==> src/hdl/fee_pkg.sv <==
// ----------------------------------------------------------------------------
// fee_pkg: shared types and helpers for the filename escape encoder
// Holds the character constants, the queue entry type and the class code
// lookup used by the front end.
// ----------------------------------------------------------------------------
package fee_pkg;

  // expansion of one byte: up to four body characters plus a trailing dot
  localparam int unsigned MaxChars = 5;
  localparam int unsigned CntW     = $clog2(MaxChars + 1);
  localparam int unsigned IdxW     = $clog2(MaxChars);

  localparam logic [7:0] ChDollar = 8'h24;
  localparam logic [7:0] ChDot    = 8'h2e;
  localparam logic [7:0] ChDash   = 8'h2d;
  localparam logic [7:0] ChUnder  = 8'h5f;
  localparam logic [7:0] ChZero   = 8'h30;
  localparam logic [7:0] ChNine   = 8'h39;
  localparam logic [7:0] ChUpA    = 8'h41;
  localparam logic [7:0] ChUpB    = 8'h42;
  localparam logic [7:0] ChUpZ    = 8'h5a;
  localparam logic [7:0] ChLoA    = 8'h61;
  localparam logic [7:0] ChLoZ    = 8'h7a;
  localparam logic [7:0] ChFour   = 8'h34;
  localparam logic [7:0] ChFive   = 8'h35;
  localparam logic [7:0] ChSix    = 8'h36;
  localparam logic [7:0] ChSeven  = 8'h37;
  localparam logic [7:0] ChEight  = 8'h38;
  localparam logic [7:0] CaseDiff = 8'd32;

  // one classified byte, ready to be sent out character by character
  typedef struct packed {
    logic [MaxChars-1:0][7:0] chars;
    logic [CntW-1:0]          count;
    logic                     last;
  } fee_entry_t;

  // two-character class code for a byte below 0200, first character on top
  function automatic logic [15:0] fee_class(input logic [7:0] c);
    logic [7:0] hi;
    logic [7:0] lo;
    hi = ChNine;
    lo = ChUpA;
    if (c == 8'd0) begin
      hi = ChSix;   lo = ChUpA;
    end else if (c <= 8'd26) begin
      hi = ChFour;  lo = ChUpA + (c - 8'd1);
    end else if (c < 8'd32) begin
      hi = ChSix;   lo = ChUpB + (c - 8'd27);
    end else if (c == 8'd32) begin
      hi = ChSeven; lo = ChUpA;
    end else if (c < 8'd58) begin
      hi = ChFive;  lo = ChUpA + (c - 8'd33);
    end else if (c == 8'd58) begin
      hi = ChFive;  lo = ChUpZ;
    end else if (c < 8'd64) begin
      hi = ChSeven; lo = ChUpB + (c - 8'd59);
    end else if (c < 8'd96) begin
      hi = ChEight; lo = ChUpA + (c - 8'd64);
    end else if (c == 8'd96) begin
      hi = ChNine;  lo = ChUpA;
    end else begin
      hi = ChNine;  lo = ChUpB + (c - 8'd122);
    end
    return {hi, lo};
  endfunction

endpackage

==> src/hdl/fee_front.sv <==
// ----------------------------------------------------------------------------
// fee_front: byte classifier
// Accepts raw filename bytes, keeps the per-name state and turns each byte
// into a queue entry holding its whole escaped expansion.
// ----------------------------------------------------------------------------
module fee_front (
  input  logic               clk_i,
  input  logic               rst_ni,
  input  logic               cfg_we_i,
  input  logic               cfg_data_i,
  input  logic               in_valid_i,
  input  logic [7:0]         in_char_i,
  input  logic               in_last_i,
  output logic               in_stall_o,
  input  logic               q_full_i,
  output logic               push_o,
  output fee_pkg::fee_entry_t entry_o
);
  import fee_pkg::*;

  logic dir_mode_q;
  logic case_mode_q, case_mode_d;
  logic dot_kept_q, dot_kept_d;
  logic dot_seen_q, dot_seen_d;

  logic              is_lower, is_upper, is_plain, dot_seen_now;
  logic [3:0][7:0]   body;
  logic [CntW-1:0]   body_n;
  logic              add_dot;
  logic [15:0]       cls;
  logic [7:0]        up_char;

  assign in_stall_o = q_full_i;
  assign push_o     = in_valid_i && !q_full_i;

  // configuration register
  always_ff @(posedge clk_i or negedge rst_ni) begin
    if (!rst_ni) begin
      dir_mode_q <= 1'b0;
    end else if (cfg_we_i) begin
      dir_mode_q <= cfg_data_i;
    end
  end

  // byte classification and body characters
  always_comb begin
    is_lower = (in_char_i >= ChLoA) && (in_char_i <= ChLoZ);
    is_upper = (in_char_i >= ChUpA) && (in_char_i <= ChUpZ);
    is_plain = ((in_char_i >= ChZero) && (in_char_i <= ChNine)) ||
               (in_char_i == ChDash) || (in_char_i == ChUnder);
    up_char  = is_lower ? (in_char_i - CaseDiff) : in_char_i;
    cls      = fee_class(in_char_i);
    case_mode_d = case_mode_q;
    dot_kept_d  = dot_kept_q;
    body   = {4{ChDollar}};
    body_n = CntW'(1);
    if (is_lower || is_upper) begin
      if (is_lower == case_mode_q) begin
        body[0] = ChDollar;
        body[1] = up_char;
        body_n  = CntW'(2);
        case_mode_d = ~case_mode_q;
      end else begin
        body[0] = up_char;
      end
    end else if (is_plain) begin
      body[0] = in_char_i;
    end else if ((in_char_i == ChDot) && !dot_kept_q && !dir_mode_q) begin
      body[0]    = ChDot;
      dot_kept_d = 1'b1;
    end else if (in_char_i == ChDollar) begin
      body_n = CntW'(2);
    end else if (in_char_i[7]) begin
      // high byte: three octal digits
      body[1] = ChZero + {6'd0, in_char_i[7:6]};
      body[2] = ChZero + {5'd0, in_char_i[5:3]};
      body[3] = ChZero + {5'd0, in_char_i[2:0]};
      body_n  = CntW'(4);
    end else begin
      body[1] = cls[15:8];
      body[2] = cls[7:0];
      body_n  = CntW'(3);
    end
    dot_seen_now = dot_seen_q || (in_char_i == ChDot);
    dot_seen_d   = dot_seen_now;
    add_dot      = in_last_i && (!dot_seen_now || dir_mode_q);
    // end of name clears the per-name state
    if (in_last_i) begin
      case_mode_d = 1'b0;
      dot_kept_d  = 1'b0;
      dot_seen_d  = 1'b0;
    end
  end

  // assemble the entry, trailing dot right after the body
  always_comb begin
    for (int k = 0; k < MaxChars; k++) begin
      if (k < 4 && CntW'(k) < body_n) begin
        entry_o.chars[k] = body[k[1:0]];
      end else begin
        entry_o.chars[k] = ChDot;
      end
    end
    entry_o.count = body_n + CntW'(add_dot);
    entry_o.last  = in_last_i;
  end

  // per-name state
  always_ff @(posedge clk_i or negedge rst_ni) begin
    if (!rst_ni) begin
      case_mode_q <= 1'b0;
      dot_kept_q  <= 1'b0;
      dot_seen_q  <= 1'b0;
    end else if (push_o) begin
      case_mode_q <= case_mode_d;
      dot_kept_q  <= dot_kept_d;
      dot_seen_q  <= dot_seen_d;
    end
  end

endmodule

==> src/hdl/fee_queue.sv <==
// ----------------------------------------------------------------------------
// fee_queue: two-entry queue
// Decouples the classifier from the serializer so each side stalls on its
// own.
// ----------------------------------------------------------------------------
module fee_queue (
  input  logic                clk_i,
  input  logic                rst_ni,
  input  logic                push_i,
  input  fee_pkg::fee_entry_t entry_i,
  output logic                full_o,
  input  logic                pop_i,
  output logic                valid_o,
  output fee_pkg::fee_entry_t head_o
);
  import fee_pkg::*;

  fee_entry_t slot_q [2];
  logic       wr_ptr_q, rd_ptr_q;
  logic [1:0] fill_q, fill_d;

  assign full_o  = fill_q[1];
  assign valid_o = (fill_q != 2'd0);
  assign head_o  = slot_q[rd_ptr_q];

  // entry storage
  always_ff @(posedge clk_i) begin
    if (push_i) begin
      slot_q[wr_ptr_q] <= entry_i;
    end
  end

  // fill count
  always_comb begin
    fill_d = fill_q;
    if (push_i && !pop_i) begin
      fill_d = fill_q + 2'd1;
    end else if (pop_i && !push_i) begin
      fill_d = fill_q - 2'd1;
    end
  end

  // pointers
  always_ff @(posedge clk_i or negedge rst_ni) begin
    if (!rst_ni) begin
      wr_ptr_q <= 1'b0;
      rd_ptr_q <= 1'b0;
      fill_q   <= 2'd0;
    end else begin
      if (push_i) begin
        wr_ptr_q <= ~wr_ptr_q;
      end
      if (pop_i) begin
        rd_ptr_q <= ~rd_ptr_q;
      end
      fill_q <= fill_d;
    end
  end

endmodule

==> src/hdl/fee_back.sv <==
// ----------------------------------------------------------------------------
// fee_back: character serializer
// Walks the head queue entry one character per cycle, while the output is not
// stalled, into a registered output stage.
// ----------------------------------------------------------------------------
module fee_back (
  input  logic                clk_i,
  input  logic                rst_ni,
  input  logic                q_valid_i,
  input  fee_pkg::fee_entry_t head_i,
  output logic                pop_o,
  output logic                out_valid_o,
  output logic [7:0]          out_char_o,
  output logic                out_last_o,
  input  logic                out_stall_i
);
  import fee_pkg::*;

  logic [IdxW-1:0] idx_q, idx_d;
  logic            valid_q, valid_d;
  logic [7:0]      char_q;
  logic            last_q;
  logic            load, at_end;

  assign out_valid_o = valid_q;
  assign out_char_o  = char_q;
  assign out_last_o  = last_q;

  // advance through the head entry
  always_comb begin
    load    = q_valid_i && (!valid_q || !out_stall_i);
    at_end  = (CntW'(idx_q) + CntW'(1)) == head_i.count;
    pop_o   = load && at_end;
    idx_d   = idx_q;
    valid_d = valid_q && out_stall_i;
    if (load) begin
      valid_d = 1'b1;
      idx_d   = at_end ? '0 : idx_q + IdxW'(1);
    end
  end

  // output transaction register
  always_ff @(posedge clk_i) begin
    if (load) begin
      char_q <= head_i.chars[idx_q];
      last_q <= head_i.last && at_end;
    end
  end

  // control state
  always_ff @(posedge clk_i or negedge rst_ni) begin
    if (!rst_ni) begin
      idx_q   <= '0;
      valid_q <= 1'b0;
    end else begin
      idx_q   <= idx_d;
      valid_q <= valid_d;
    end
  end

endmodule

==> src/hdl/filename_escape_encoder.sv <==
// ----------------------------------------------------------------------------
// filename_escape_encoder: case-sensitive filename to escaped name
// Top level joining the classifier, the entry queue and the serializer.
// ----------------------------------------------------------------------------
// One input transaction carries one filename byte; it expands to one to
// five output transactions of one character each (at most five: a
// four-character escape plus the trailing dot), sent at one character
// per cycle while the output is not stalled. The classifier builds each
// byte's queue entry combinationally, and a two-entry queue between it and
// the serializer lets input and output stall independently. dir_mode is
// written through cfg_we_i / cfg_data_i; the user must write it only while
// the block is idle, as the block itself does not enforce this.
module filename_escape_encoder (
  input  logic       clk_i,
  input  logic       rst_ni,
  input  logic       cfg_we_i,
  input  logic       cfg_data_i,
  input  logic       in_valid_i,
  input  logic [7:0] in_char_i,
  input  logic       in_last_i,
  output logic       in_stall_o,
  output logic       out_valid_o,
  output logic [7:0] out_char_o,
  output logic       out_last_o,
  input  logic       out_stall_i
);
  import fee_pkg::*;

  fee_entry_t push_entry, head_entry;
  logic       push, q_full, q_valid, pop;

  // byte classifier
  fee_front u_front (
    .clk_i      (clk_i),
    .rst_ni     (rst_ni),
    .cfg_we_i   (cfg_we_i),
    .cfg_data_i (cfg_data_i),
    .in_valid_i (in_valid_i),
    .in_char_i  (in_char_i),
    .in_last_i  (in_last_i),
    .in_stall_o (in_stall_o),
    .q_full_i   (q_full),
    .push_o     (push),
    .entry_o    (push_entry)
  );

  // entry queue
  fee_queue u_queue (
    .clk_i   (clk_i),
    .rst_ni  (rst_ni),
    .push_i  (push),
    .entry_i (push_entry),
    .full_o  (q_full),
    .pop_i   (pop),
    .valid_o (q_valid),
    .head_o  (head_entry)
  );

  // character serializer
  fee_back u_back (
    .clk_i       (clk_i),
    .rst_ni      (rst_ni),
    .q_valid_i   (q_valid),
    .head_i      (head_entry),
    .pop_o       (pop),
    .out_valid_o (out_valid_o),
    .out_char_o  (out_char_o),
    .out_last_o  (out_last_o),
    .out_stall_i (out_stall_i)
  );

endmodule

==> config.mk <==
export PLATFORM = sky130hd
export DESIGN_NAME = filename_escape_encoder
export DESIGN_NICKNAME = d
export VERILOG_FILES = /design/src/hdl/fee_pkg.sv /design/src/hdl/fee_front.sv /design/src/hdl/fee_queue.sv /design/src/hdl/fee_back.sv /design/src/hdl/filename_escape_encoder.sv
export SDC_FILE = /design/constraint.sdc
export NUM_CORES = 1
export LEC_CHECK = 0
export ABC_CLOCK_PERIOD_IN_PS = 3700
export BUFFER_PORTS_ARGS = -buffer_cell sky130_fd_sc_hd__buf_4
export CAP_MARGIN = 20
export CORE_MARGIN = 8
export CORE_UTILIZATION = 35
export CTS_CLUSTER_DIAMETER = 150
export DETAILED_ROUTE_END_ITERATION = 7
export PLACE_DENSITY = 0.49
export SYNTH_ARGS = -nofsm -noshare
export SYNTH_HDL_FRONTEND = slang
export SYNTH_SLANG_ARGS = --single-unit
==> constraint.sdc <==
create_clock -name clk_i -period 3.7 [get_ports clk_i]
set_input_delay 1.11 -clock clk_i [delete_from_list [all_inputs] [get_ports clk_i]]
set_output_delay 1.11 -clock clk_i [all_outputs]
set_load 0.01 [all_outputs]
==> Word-level counts from Yosys, hierarchy flattened <==
Memory sizes are Yosys's and may differ from the RTL's.
Index checks and enable logic that the tools add are counted.
W data, S select, Z words.
{ "op_classes": {"n_reduce_logical": 35, "eq_ne": 11, "muxes": 55, "n_addsub": 20, "magnitude_cmp": 16, "n_bitwise": 3} }
{ "op_table": {"columns": ["cell", "n"], "rows": [
  ["$mux W8", 26],
  ["$mux W24", 3],
  ["$add A7 B8 Y8 const A", 6],
  ["$mux W16", 3],
  ["$eq A8 B6 Y1 const B", 5],
  ["$bmux W8 S3", 1],
  ["$sub A8 B6 Y8 const B", 3],
  ["$mux W3", 6],
  ["$eq A8 B7 Y1 const B", 2],
  ["$ge A8 B7 Y1 const B", 2],
  ["$le A8 B7 Y1 const B", 2],
  ["$lt A8 B6 Y1 const B", 2],
  ["$lt A8 B7 Y1 const B", 2],
  ["$sub A8 B7 Y8 const B", 2],
  ["$add A6 B3 Y7 const A", 2],
  ["$logic_and A1 B1 Y1", 13],
  ["$mux W1", 12],
  ["$reduce_bool A2 Y1", 5],
  ["$ge A8 B6 Y1 const B", 1],
  ["$le A8 B5 Y1 const B", 1],
  ["$le A8 B6 Y1 const B", 1],
  ["$logic_not A1 Y1", 8],
  ["$logic_not A8 Y1", 1],
  ["$sub A8 B1 Y8 const B", 1],
  ["18 further kinds", 30]
]} }
{ "word_totals": {"output_inout_bits": 11, "register_bits": 21, "mem_bits_rw": 72, "word_cells": 152, "memories": 1} }
{ "mem_list": {"columns": ["memory", "depth", "word_bits", "rd", "rd_ports_with_merged_regs", "write_ports", "line", "rtl"], "rows": [
  ["u_queue.slot_q", 2, 36, 1, 0, 1, "fee_queue.sv:18", "fee_entry_t slot_q [2];"]
]} }

==> Depth between registers and ports, before layout <==
Gate-level depths: netlist of run 1.
{ "depth": {"word_depth": 17, "depth_mapped": 13} }

==> Modules after synthesis <==
From an unflattened synthesis of run 1, not the netlist that was laid out.
{ "unflattened": {"hier_cells": 516, "hier_area_um2": 6401.1} }
{ "modules_own_cells": {"columns": ["module", "area_each_um2", "cells_each", "instances", "seq_area_each_um2"], "rows": [
  ["fee_queue", 3558.4, 152, 1, 2742.6],
  ["fee_front", 1983.2, 292, 1, 100.1],
  ["fee_back", 859.6, 72, 1, 370.4]
]} }

==> Worst setup path before layout of run 1 <==
OpenSTA, ideal clock, no wires.
{ "synth_timing": {"kind": "input to register", "from": "input port in_char_i[7]", "to": "memory u_queue.slot_q[0][3] (netlist bit), data pin", "cell_stages": 13, "t_arrival_ns": 3.820, "setup_time_ns": 0.264, "slack_ns": -0.385, "cell_sequence": "buf_2 clkinv_1 ha_1 clkbuf_1 a22oi_1 o22ai_1 a41o_1 or4b_1 buf_6 o21a_1 ha_1 ha_1 xor2_1"} }
{ "synth_lines": {"columns": ["item", "line", "rtl"], "rows": [
  ["start: declaration", "filename_escape_encoder.sv:19", "input logic [7:0] in_char_i,"],
  ["end: declaration", "fee_queue.sv:18", null]
]} }

==> qor.csv, run 1 <==
stage,metric,value,unit
run_status,outcome,"finished, final reports clean",
clocking,clock buffer count from CTS,9,
worst_setup_path,crit path max fanout,7,
sta,Slew HR,52.9,%
global_route,GRT Total Usage,15.6,%
global_route,total global routing overflow,0,
logic_synthesis,Mapped Nets,483,
worst_setup_path,"Top cell by count, worst path",buf_4,
power,total power,0.00355,W
floorplan,Die Y,136,um
sta,crit path time final,3410,ps
worst_setup_path,Critical Path RT,3900,ps
logic_synthesis,synth top area cells,"edfxtp_1 45%, dfrtp_1 5.9%, mux4_2 5.8%",
floorplan,core area,14300,um^2
power,Peak VDD IR,282,uV
logic_synthesis,library cells used by synthesis,66,
clocking,# Post-CTS Setup Buffers,0,
cells_and_area,Final nets,542,
logic_synthesis,cell taking the most area after synthesis,edfxtp_1,
worst_setup_path,CP startpoint kind,input pin,
logic_synthesis,mux cell area share after synthesis,8.08,%
floorplan,Die Area,18500,um^2
floorplan,num ports,26,
logic_synthesis,top cells by instance count after synthesis,"75 x edfxtp_1, 41 x nand2_1, 32 x nor2_1, 30 x a21oi_1, 21 x ha_1",
clocking,Root Buffer,clkbuf_16,
cells_and_area,diodes inserted,0,
worst_setup_path,Worst setup EP type,flop,
logic_synthesis,Mapped Area,5050,um^2
sta,Slew Limit Fails,0,
logic_synthesis,Synthesis Warnings,0,
global_route,vias in the first global route,3790,
floorplan,initial core utilization,35.3,%
sta,Worst Hold Margin,495,ps
cells_and_area,Area Growth Syn to Fin,20.6,%
sta,RSZ-0062 raised after global routing,no,
logic_synthesis,sequential area share after synthesis,50.5,%
clocking,H-Tree Depth,3,
global_route,largest net degree at the start of global routing,34,
routing,vias,3814,
logic_synthesis,most common cell in the netlist,edfxtp_1,
logic_synthesis,Cells after Synth,447,
routing,vias per cell,5.49,
sta,Final setup viols,0,
worst_setup_path,critical path class,in2reg,
cells_and_area,fillers,1394,
clocking,clock sink count,87,
cells_and_area,"Design Area, Final",6090,um^2
worst_setup_path,"Data arrival, critical path",3610,ps
power,PD cells,583,nW/um^2
clocking,clk buf depth,2,
routing,Iter 0 DRT Violations,376,
routing,WL per Instance,20.1,um
routing,"antenna viol nets, final",0,
routing,DR pass1 iterations,4,
routing,Routed WL,14.0,mm
clocking,post-cts gate resize count,0,
floorplan,# rows,44,
placement,dpl hpwl,10.5,mm
logic_synthesis,Synth Flop Type,edfxtp_1,
logic_synthesis,top-area cell type share of the netlist area,44.6,%
global_route,antenna violations before repair,0,
placement,Post-Place Cell Area,5790,um^2
logic_synthesis,number of synthesized flops with an enable pin,75,
sta,Least-Margin Pin Slew,689,ps
placement,PortBufs,25,
routing,DRC,0,
logic_synthesis,Synth Area in Compound Gates,14.4,%
logic_synthesis,async set or reset register ratio after synthesis,13.8,%
clocking,worst-skew pair later-pin latency,330,ps
floorplan,die width,136,um
logic_synthesis,main combinational cell family by area after synthesis,simple AND/OR/NAND/NOR gates,
worst_setup_path,worst stage delay on the critical path,570,ps
clocking,Hold Buf Count CTS,0,
sta,Setup Skew,9.02,ps
worst_setup_path,"critical path, cell by cell",buf_4 -> inv_6 -> ha_4 -> or3_4 -> o31ai_4 -> nor2_4 -> or4b_1 -> buf_4 -> nor4_1 -> buf_4,
sta,period utilization,92.1,%
clocking,CTS tree,done,
cells_and_area,layout cell share with drive strength beyond 1,25.2,%
hold_path,Hold Crit Class,reg2reg,
logic_synthesis,number of synthesized register bits,87,
worst_setup_path,slowest CP cell,or4b_1,
global_route,first-pass GRT wire length,21.9,mm
clocking,clk slew on worst S/H paths,60,ps
sta,fmax,293,MHz
power,Static Leak,2.31,nW
logic_synthesis,Avg Synthesized Cell Area,11.3,um^2
sta,Hold Fails Final Rpt,0,
logic_synthesis,Post-Synth Adder-Cell Area,5.20,%
logic_synthesis,Simple-Gate Fraction of Synth Area,14.8,%
flow_run,Max-Cap Viols,0,
placement,GP Congestion,0.930,
logic_synthesis,xor/xnor share of the synthesized area,3.29,%
==> state kept, by name, indices dropped and copies added, names as in the netlist, 2 cells and up <==
name,flops
u_queue.slot_q,66
u_back.out_char_o,8
u_back.idx_q,3
u_queue.fill_q,2
==> worst max-delay path, delay by kind of cell <==
kind                     cells  cell delay (ps)
AO/OA/AOI/OAI                1              260
adder cells (fa/ha/maj)      1              150
buffers and inverters        4              560
AND/OR/NAND/NOR              4             1520
==> stage by stage <==
stage	TNS (ps)	util (%)	cells	worst slack, ps
floorplan	-19.5	-	447	-9.73
global placement	0	40.4	679	0.383
detailed placement	-47.4	40.4	679	-23.7
CTS	0	42.6	695	326
global route	0	42.6	695	207
finish	0	42.6	695	292
==> worst paths after layout <==
kind / from / depth (start not counted) / end / slack, ps
worst min-delay path: u_back.out_valid_o$_DFF_PN0_ / 2 / u_back.out_valid_o$_DFF_PN0_ / 490
worst max register to register: u_back.idx_q[0]$_DFFE_PN0P_ / 9 / u_queue.fill_q[1]$_DFFE_PN0P_ / 1010
worst min register to register: u_back.out_valid_o$_DFF_PN0_ / 2 / u_back.out_valid_o$_DFF_PN0_ / 490
worst max-delay path: in_char_i[1] / 10 / u_queue.slot_q[1][27]$_DFFE_PP_ / 290
min in group asynchronous: rst_ni / 1 / u_queue.fill_q[1]$_DFFE_PN0P_ / 610
max in group asynchronous: rst_ni / 1 / u_front.case_mode_q$_DFFE_PN0P_ / 2920
==> routing by layer <==
metal	GRT usage [%]	wire, um
met5	0	0
met4	6.89	458
met3	2.33	599
met2	25.3	6710
met1	20.1	6240
==> cells by family after synthesis <==
kind of cell | count (synthesis)
mux | 24
buf+inv | 43
xor+xnor | 19
flops | 87
simple gates | 144
fa+ha+maj | 21
compound gates | 109
==> layout make-up <==
| type | instances | area (um^2) | share of cell area (%) |
|---|---|---|---|
| clock buffers | 13 | 282 | 4.62 |
| clock inverters | 3 | 22.5 | 0.370 |
| inverters | 15 | 68.8 | 1.13 |
| multi-input cells | 317 | 2370 | 38.8 |
| flip-flops and latches | 87 | 2550 | 41.9 |
| well taps | 184 | 230 | 3.78 |
| repair buffers | 76 | 571 | 9.37 |
==> layout by cell type (no fill, tap or decap), drive strengths merged, types with 9 or more instances in the layout <==
cell type	count
nand2	41
nand3	12
edfxtp	75
inv	14
mux4	13
nor2	34
nor3	9
clkbuf	13
o21ai	15
ha	21
dfrtp	12
a31oi	14
buf	76
xnor2	13
a21oi	31
==> power breakdown <==
part	internal, W	switching [W]
logic	0.000533	0.000634
registers	0.00136	0.000124
clock network	0.000536	0.000361
Power figures use the tool's default switching activity.
==> run 2: changes to the inputs <==
--- a/config.mk
+++ b/config.mk
@@ -8,6 +8,7 @@
 export ABC_CLOCK_PERIOD_IN_PS = 3700
 export BUFFER_PORTS_ARGS = -buffer_cell sky130_fd_sc_hd__buf_4
 export CAP_MARGIN = 20
+export CORE_ASPECT_RATIO = 0.8
 export CORE_MARGIN = 8
 export CORE_UTILIZATION = 35
 export CTS_CLUSTER_DIAMETER = 150
==> constraint.sdc (replaced) <==
create_clock -name clk_i -period 3.7 [get_ports clk_i]
set_input_delay 1.11 -clock clk_i [delete_from_list [all_inputs] [get_ports clk_i]]
set_output_delay 1.11 -clock clk_i [all_outputs]
set_load 0.02 [all_outputs]
==> qor.csv, run 2 (synthesized netlist as in run 1, its figures left out) <==
stage,metric,value,unit
run_status,outcome,"finished, final reports clean",
worst_setup_path,FF-to-FF setup slack,1220,ps
floorplan,Die Y,123,um
placement,DP Cell Count,682,
sta,Setup TNS Final,0,ps
sta,period utilization,96.3,%
worst_setup_path,Worst R2R Start,u_back.idx_q[0]$_DFFE_PN0P_,
worst_setup_path,slowest CP cell,nor4_1,
hold_path,hold path startpoint,u_back.out_valid_o$_DFF_PN0_,
clocking,# Post-CTS Setup Buffers,0,
cells_and_area,Final nets,545,
clocking,Hold Buf Count CTS,0,
routing,"antenna viol nets, final",0,
floorplan,initial core utilization,35.6,%
clocking,clk slew on worst S/H paths,60,ps
routing,WL per Instance,20.1,um
clocking,Root Buffer,clkbuf_16,
floorplan,Die Area,18600,um^2
flow_run,Max-Cap Viols,0,
floorplan,die width,150,um
hold_path,Hold Path Sink,u_back.out_valid_o$_DFF_PN0_,
worst_setup_path,worst path bufs/invs,5,
worst_setup_path,worst stage delay on the critical path,630,ps
worst_setup_path,Reg2Reg Depth,10,
clocking,CTS tree,done,
floorplan,core area,14200,um^2
sta,Setup Skew,8.16,ps
sta,fmax,281,MHz
global_route,total global routing overflow,0,
sta,RSZ-0062 raised after global routing,no,
cells_and_area,most frequent cells in the layout,"78 x buf_4, 75 x edfxtp_1, 41 x nand2_1",
clocking,clock buffer count from CTS,9,
placement,PortBufs,25,
cells_and_area,Largest register FFs,66,
sta,Slew HR,53.7,%
sta,Final setup viols,0,
hold_path,Hold Crit Class,reg2reg,
power,Peak VDD IR,474,uV
worst_setup_path,CP startpoint kind,input pin,
global_route,antenna violations before repair,0,
clocking,worst-skew pair later-pin latency,330,ps
global_route,first-pass GRT wire length,22.1,mm
placement,GP Congestion,0.928,
global_route,vias in the first global route,3854,
clocking,clock sink count,87,
routing,vias per cell,5.53,
clocking,H-Tree Depth,3,
cells_and_area,diodes inserted,0,
cells_and_area,layout cell share with drive strength beyond 1,25.5,%
worst_setup_path,critical path class,in2reg,
power,total power,0.00355,W
sta,Least-Margin Pin Slew,688,ps
worst_setup_path,crit path max fanout,7,
routing,Routed WL,14.1,mm
hold_path,Hold Path Stages,2,
worst_setup_path,Worst setup EP type,flop,
placement,dpl hpwl,10.7,mm
cells_and_area,fillers,1348,
power,Static Leak,2.30,nW
worst_setup_path,FF-to-FF End,u_queue.fill_q[1]$_DFFE_PN0P_,
cells_and_area,"commonest non-fill, non-tap cell in the layout",buf_4,
routing,DRC,0,
routing,vias,3861,
clocking,post-cts gate resize count,0,
cells_and_area,Area Growth Syn to Fin,20.7,%
sta,crit path time final,3560,ps
worst_setup_path,Critical Path RT,3900,ps
worst_setup_path,"CP delay by family, top",simple AND/OR/NAND/NOR gates,
clocking,clk buf depth,2,
floorplan,num ports,26,
power,PD cells,583,nW/um^2
sta,Hold Fails Final Rpt,0,
worst_setup_path,"Top cell by count, worst path",buf_4,
worst_setup_path,"critical path, cell by cell",buf_4 -> inv_6 -> buf_4 -> ha_2 -> a22oi_1 -> o22ai_1 -> a41o_1 -> or4b_1 -> buf_4 -> nor4_1 -> buf_4,
routing,Iter 0 DRT Violations,321,
cells_and_area,Post-Layout Cell Count,698,
worst_setup_path,"Data arrival, critical path",3770,ps
sta,Slew Limit Fails,0,
global_route,GRT Total Usage,15.7,%
global_route,largest net degree at the start of global routing,34,
cells_and_area,most flop-heavy register,u_queue.slot_q,
floorplan,# rows,39,
routing,DR pass1 iterations,5,
-- run 2: cell types whose count changed in the layout (fill, tap and decap cells not counted), sizes merged --
| cell | previous run | this run |
|---|---|---|
| clkbuf | 13 | 9 |
| buf | 76 | 79 |
| clkinvlp | 0 | 3 |
| clkinv | 4 | 5 |
-- run 2: layout make-up --
| class | instances | area [um^2] | share of cell area [%] |
|---|---|---|---|
| flip-flops and latches | 87 | 2550 | 41.9 |
| multi-input cells | 317 | 2370 | 38.8 |
| repair buffers | 79 | 606 | 9.93 |
| well taps | 184 | 230 | 3.78 |
| clock buffers | 9 | 225 | 3.69 |
| inverters | 15 | 68.8 | 1.13 |
| clock inverters | 7 | 47.5 | 0.780 |
-- run 2: worst max path at each step --
stage	to	cells past startpoint	from	slack [ps]
after floorplan	u_queue.slot_q[0][3]$_DFFE_PP_	12	in_char_i[1]	-10
after global placement	u_queue.slot_q[0][27]$_DFFE_PP_	10	in_char_i[1]	-150
after detailed placement	u_queue.slot_q[1][27]$_DFFE_PP_	10	in_char_i[1]	-220
after CTS	u_queue.slot_q[0][27]$_DFFE_PP_	10	in_char_i[1]	130
after global routing	u_queue.slot_q[0][27]$_DFFE_PP_	11	in_char_i[1]	10
final	u_queue.slot_q[0][27]$_DFFE_PP_	11	in_char_i[1]	140
-- run 2: report_power, final --
group	internal [W]	total, W	leakage (nW)	switching [W]
clock network	0.000453	0.000811	0.123	0.000358
logic	0.000550	0.00126	1.35	0.000706
registers	0.00137	0.00149	0.832	0.000123
total	0.00237	0.00355	2.30	0.00119
-- run 2: metal layers --
metal | up-vias | wire (um) | global-route usage [%]
met5 | - | 0 | 0
met4 | 0 | 194 | 4.05
li1 | 1825 | - | -
met2 | 130 | 6180 | 23.4
met1 | 1888 | 6930 | 22.7
met3 | 18 | 751 | 3.11
-- run 2: tightest hold or removal path: stages, from the launching register on --
cell and delay [ps]:
dfrtp_1 340, nand2_1 70, nand2_1 50
-- run 2: stage by stage --
step	setup slack, ps	area [um^2]	util (%)	hold slack [ps]
after floorplan	-9.73	5160	-	455
final	136	6100	42.9	492
after CTS	130	6100	42.9	498
after detailed placement	-219	5820	41.0	483
after global routing	13.5	6100	42.9	518
after global placement	-147	5820	41.0	471
==> run 3: changes to the inputs <==
--- a/config.mk
+++ b/config.mk
@@ -8,12 +8,15 @@
 export ABC_CLOCK_PERIOD_IN_PS = 3700
 export BUFFER_PORTS_ARGS = -buffer_cell sky130_fd_sc_hd__buf_4
 export CAP_MARGIN = 20
+export CELL_PAD_IN_SITES_DETAIL_PLACEMENT = 1
+export CELL_PAD_IN_SITES_GLOBAL_PLACEMENT = 2
 export CORE_ASPECT_RATIO = 0.8
 export CORE_MARGIN = 8
 export CORE_UTILIZATION = 35
 export CTS_CLUSTER_DIAMETER = 150
 export DETAILED_ROUTE_END_ITERATION = 7
-export PLACE_DENSITY = 0.49
+export PLACE_DENSITY = 0.66
 export SYNTH_ARGS = -nofsm -noshare
 export SYNTH_HDL_FRONTEND = slang
+export SYNTH_HIERARCHICAL = 1
 export SYNTH_SLANG_ARGS = --single-unit
==> qor.csv, run 3 <==
stage,metric,value,unit
logic_synthesis,Synth Flop Type,edfxtp_1,
worst_setup_path,"critical path, cell by cell",buf_4 -> buf_4 -> o211ai_2 -> a22oi_1 -> or2_1 -> buf_4 -> o21ai_0 -> o32ai_1,
floorplan,initial core utilization,35.4,%
routing,Iter 0 DRT Violations,298,
cells_and_area,Area Growth Syn to Fin,13.8,%
hold_path,hold path startpoint,u_queue/fill_q[0]$_DFFE_PN0P_,
cells_and_area,"commonest non-fill, non-tap cell in the layout",edfxtp_1,
logic_synthesis,top-area cell type share of the netlist area,45.5,%
floorplan,core area,18100,um^2
worst_setup_path,"Data arrival, critical path",3300,ps
floorplan,Die Area,22900,um^2
cells_and_area,diodes inserted,0,
clocking,clk buf depth,2,
clocking,Root Buffer,clkbuf_16,
worst_setup_path,crit path max fanout,12,
clocking,H-Tree Depth,3,
global_route,vias in the first global route,4607,
run_status,outcome,"finished, final reports clean",
logic_synthesis,most common cell in the netlist,edfxtp_1,
logic_synthesis,Cells after Synth,516,
clocking,# Post-CTS Setup Buffers,0,
clocking,clock sink count,109,
worst_setup_path,worst stage delay on the critical path,510,ps
sta,period utilization,88.6,%
global_route,largest net degree at the start of global routing,45,
clocking,post-cts gate resize count,0,
placement,PortBufs,25,
cells_and_area,most frequent cells in the layout,"97 x edfxtp_1, 74 x buf_4, 39 x mux2_4",
routing,vias per cell,5.44,
logic_synthesis,synth top area cells,"edfxtp_1 46%, mux2_4 9.1%, dfrtp_1 4.7%",
cells_and_area,layout cell share with drive strength beyond 1,27.4,%
routing,DRC,0,
worst_setup_path,critical path class,in2reg,
power,total power,0.00450,W
hold_path,Hold Crit Class,reg2reg,
routing,DR pass1 iterations,4,
worst_setup_path,Worst setup EP type,flop,
clocking,clk slew on worst S/H paths,70,ps
worst_setup_path,CP startpoint kind,input pin,
logic_synthesis,async set or reset register ratio after synthesis,11.0,%
hold_path,Hold Path Stages,1,
cells_and_area,most flop-heavy register,u_queue/slot_q,
sta,Hold Fails Final Rpt,0,
logic_synthesis,Mapped Area,6400,um^2
logic_synthesis,sequential area share after synthesis,50.2,%
cells_and_area,area of the multi-input gates,2860,um^2
floorplan,# rows,44,
routing,WL per Instance,22.0,um
logic_synthesis,number of synthesized register bits,109,
routing,"antenna viol nets, final",0,
clocking,CTS tree,done,
sta,Setup TNS Final,0,ps
cells_and_area,Reg area,3210,um^2
logic_synthesis,number of synthesized flops with an enable pin,97,
sta,Least-Margin Pin Slew,635,ps
flow_run,Max-Cap Viols,0,
worst_setup_path,FF-to-FF End,u_queue/fill_q[1]$_DFFE_PN0P_,
placement,dpl hpwl,13.4,mm
global_route,GRT Total Usage,15.7,%
global_route,antenna violations before repair,0,
sta,Slew Limit Fails,0,
floorplan,Die Y,137,um
sta,Slew HR,57.2,%
worst_setup_path,Reg2Reg Depth,8,
power,Static Leak,2.82,nW
worst_setup_path,"Top cell by count, worst path",buf_4,
sta,crit path time final,3280,ps
clocking,worst-skew pair later-pin latency,350,ps
sta,fmax,305,MHz
cells_and_area,Final nets,598,
sta,RSZ-0062 raised after global routing,no,
sta,Setup Skew,9.88,ps
cells_and_area,Largest register FFs,88,
logic_synthesis,library cells used by synthesis,78,
cells_and_area,fillers,1934,
logic_synthesis,cell taking the most area after synthesis,edfxtp_1,
power,PD cells,617,nW/um^2
floorplan,die width,167,um
routing,vias,4351,
power,Peak VDD IR,395,uV
worst_setup_path,slowest CP cell,o21ai_0,
clocking,Hold Buf Count CTS,0,
logic_synthesis,top cells by instance count after synthesis,"97 x edfxtp_1, 39 x mux2_4, 34 x nor2_1, 26 x nand2_1, 18 x ha_1",
routing,Routed WL,17.6,mm
clocking,clock buffer count from CTS,9,
worst_setup_path,FF-to-FF setup slack,1090,ps
sta,Final setup viols,0,
worst_setup_path,Worst R2R Start,u_back/idx_q[1]$_DFFE_PN0P_,
worst_setup_path,Critical Path RT,3730,ps
floorplan,num ports,26,
global_route,total global routing overflow,0,
logic_synthesis,Synthesis Warnings,6,
hold_path,Hold Path Sink,u_queue/fill_q[0]$_DFFE_PN0P_,
logic_synthesis,Avg Synthesized Cell Area,12.4,um^2
global_route,first-pass GRT wire length,27.5,mm
placement,GP Congestion,0.873,
## run 3: routing by layer
metal | vias to the layer above | share of wire [%] | GRT usage (%)
li1 | 2038 | - | -
met1 | 2211 | 51 | 22.0
met2 | 86 | 44 | 24.5
met3 | 16 | 3.6 | 3.06
met4 | 0 | 1.5 | 4.40
met5 | - | 0 | 0
## run 3: report_power, final
part | total [W] | leakage (nW) | internal, W | switching [W]
Combinational | 0.00169 | 1.64 | 0.000816 | 0.000869
Clock | 0.000939 | 0.136 | 0.000520 | 0.000419
Sequential | 0.00187 | 1.04 | 0.00169 | 0.000182
Total | 0.00450 | 2.82 | 0.00303 | 0.00147
## run 3: final cells by class
cell class	instances	share of cell area, %
sequential	109	44.1
inverter	14	0.790
multi-input combinational	356	39.3
clock buffer	9	3.09
clock inverter	7	0.910
tap	230	3.95
timing repair buffer	75	7.90
## run 3: kinds of logic (layout without fill, tap and decap cells)
| kind of cell | after synthesis | in the layout | share of synthesized area, % |
|---|---|---|---|
| XOR/XNOR | 17 | 17 | 2.66 |
| AND/OR/NAND/NOR | 132 | 132 | 10.8 |
| multiplexers | 60 | 60 | 12.7 |
| adder cells (fa/ha/maj) | 18 | 18 | 3.52 |
| flip-flops | 109 | 109 | 50.2 |
| other | 2 | 11 | 0.117 |
| buffers and inverters | 60 | 105 | 5.98 |
| AO/OA/AOI/OAI | 118 | 118 | 14.0 |
## run 3: stage by stage
stage / std cells / hold slack (ps) / util (%) / cell area, um^2 / setup slack, ps
detailed placement: 784 / 498 / 38.7 / 7000 / 77.5
global placement: 784 / 493 / 38.7 / 7000 / 138
floorplan: 525 / 468 / - / 6480 / 1.54
finish: 800 / 510 / 40.4 / 7290 / 424
CTS: 800 / 512 / 40.4 / 7290 / 446
global route: 800 / 534 / 40.4 / 7290 / 304
## run 3: worst max-delay path: cells and delay by family
family / cells / cell delay, ps
and+or+nand+nor: 1 / 280
AOI/OAI and AO/OA: 4 / 1450
buffers and inverters: 3 / 460
## run 3: how the worst max path moves through the flow
stage                      start                              end  slack, ps  cells past startpoint
finish              in_char_i[1]  u_queue/slot_q[0][10]$_DFFE_PP_        420                      8
global route        in_char_i[0]   u_queue/slot_q[1][3]$_DFFE_PP_        300                     11
CTS                 in_char_i[0]   u_queue/slot_q[1][3]$_DFFE_PP_        450                     11
detailed placement  in_char_i[0]   u_queue/slot_q[0][3]$_DFFE_PP_         80                     11
global placement    in_char_i[0]   u_queue/slot_q[1][3]$_DFFE_PP_        140                     11
floorplan           in_char_i[0]   u_queue/slot_q[0][3]$_DFFE_PP_          2                     12
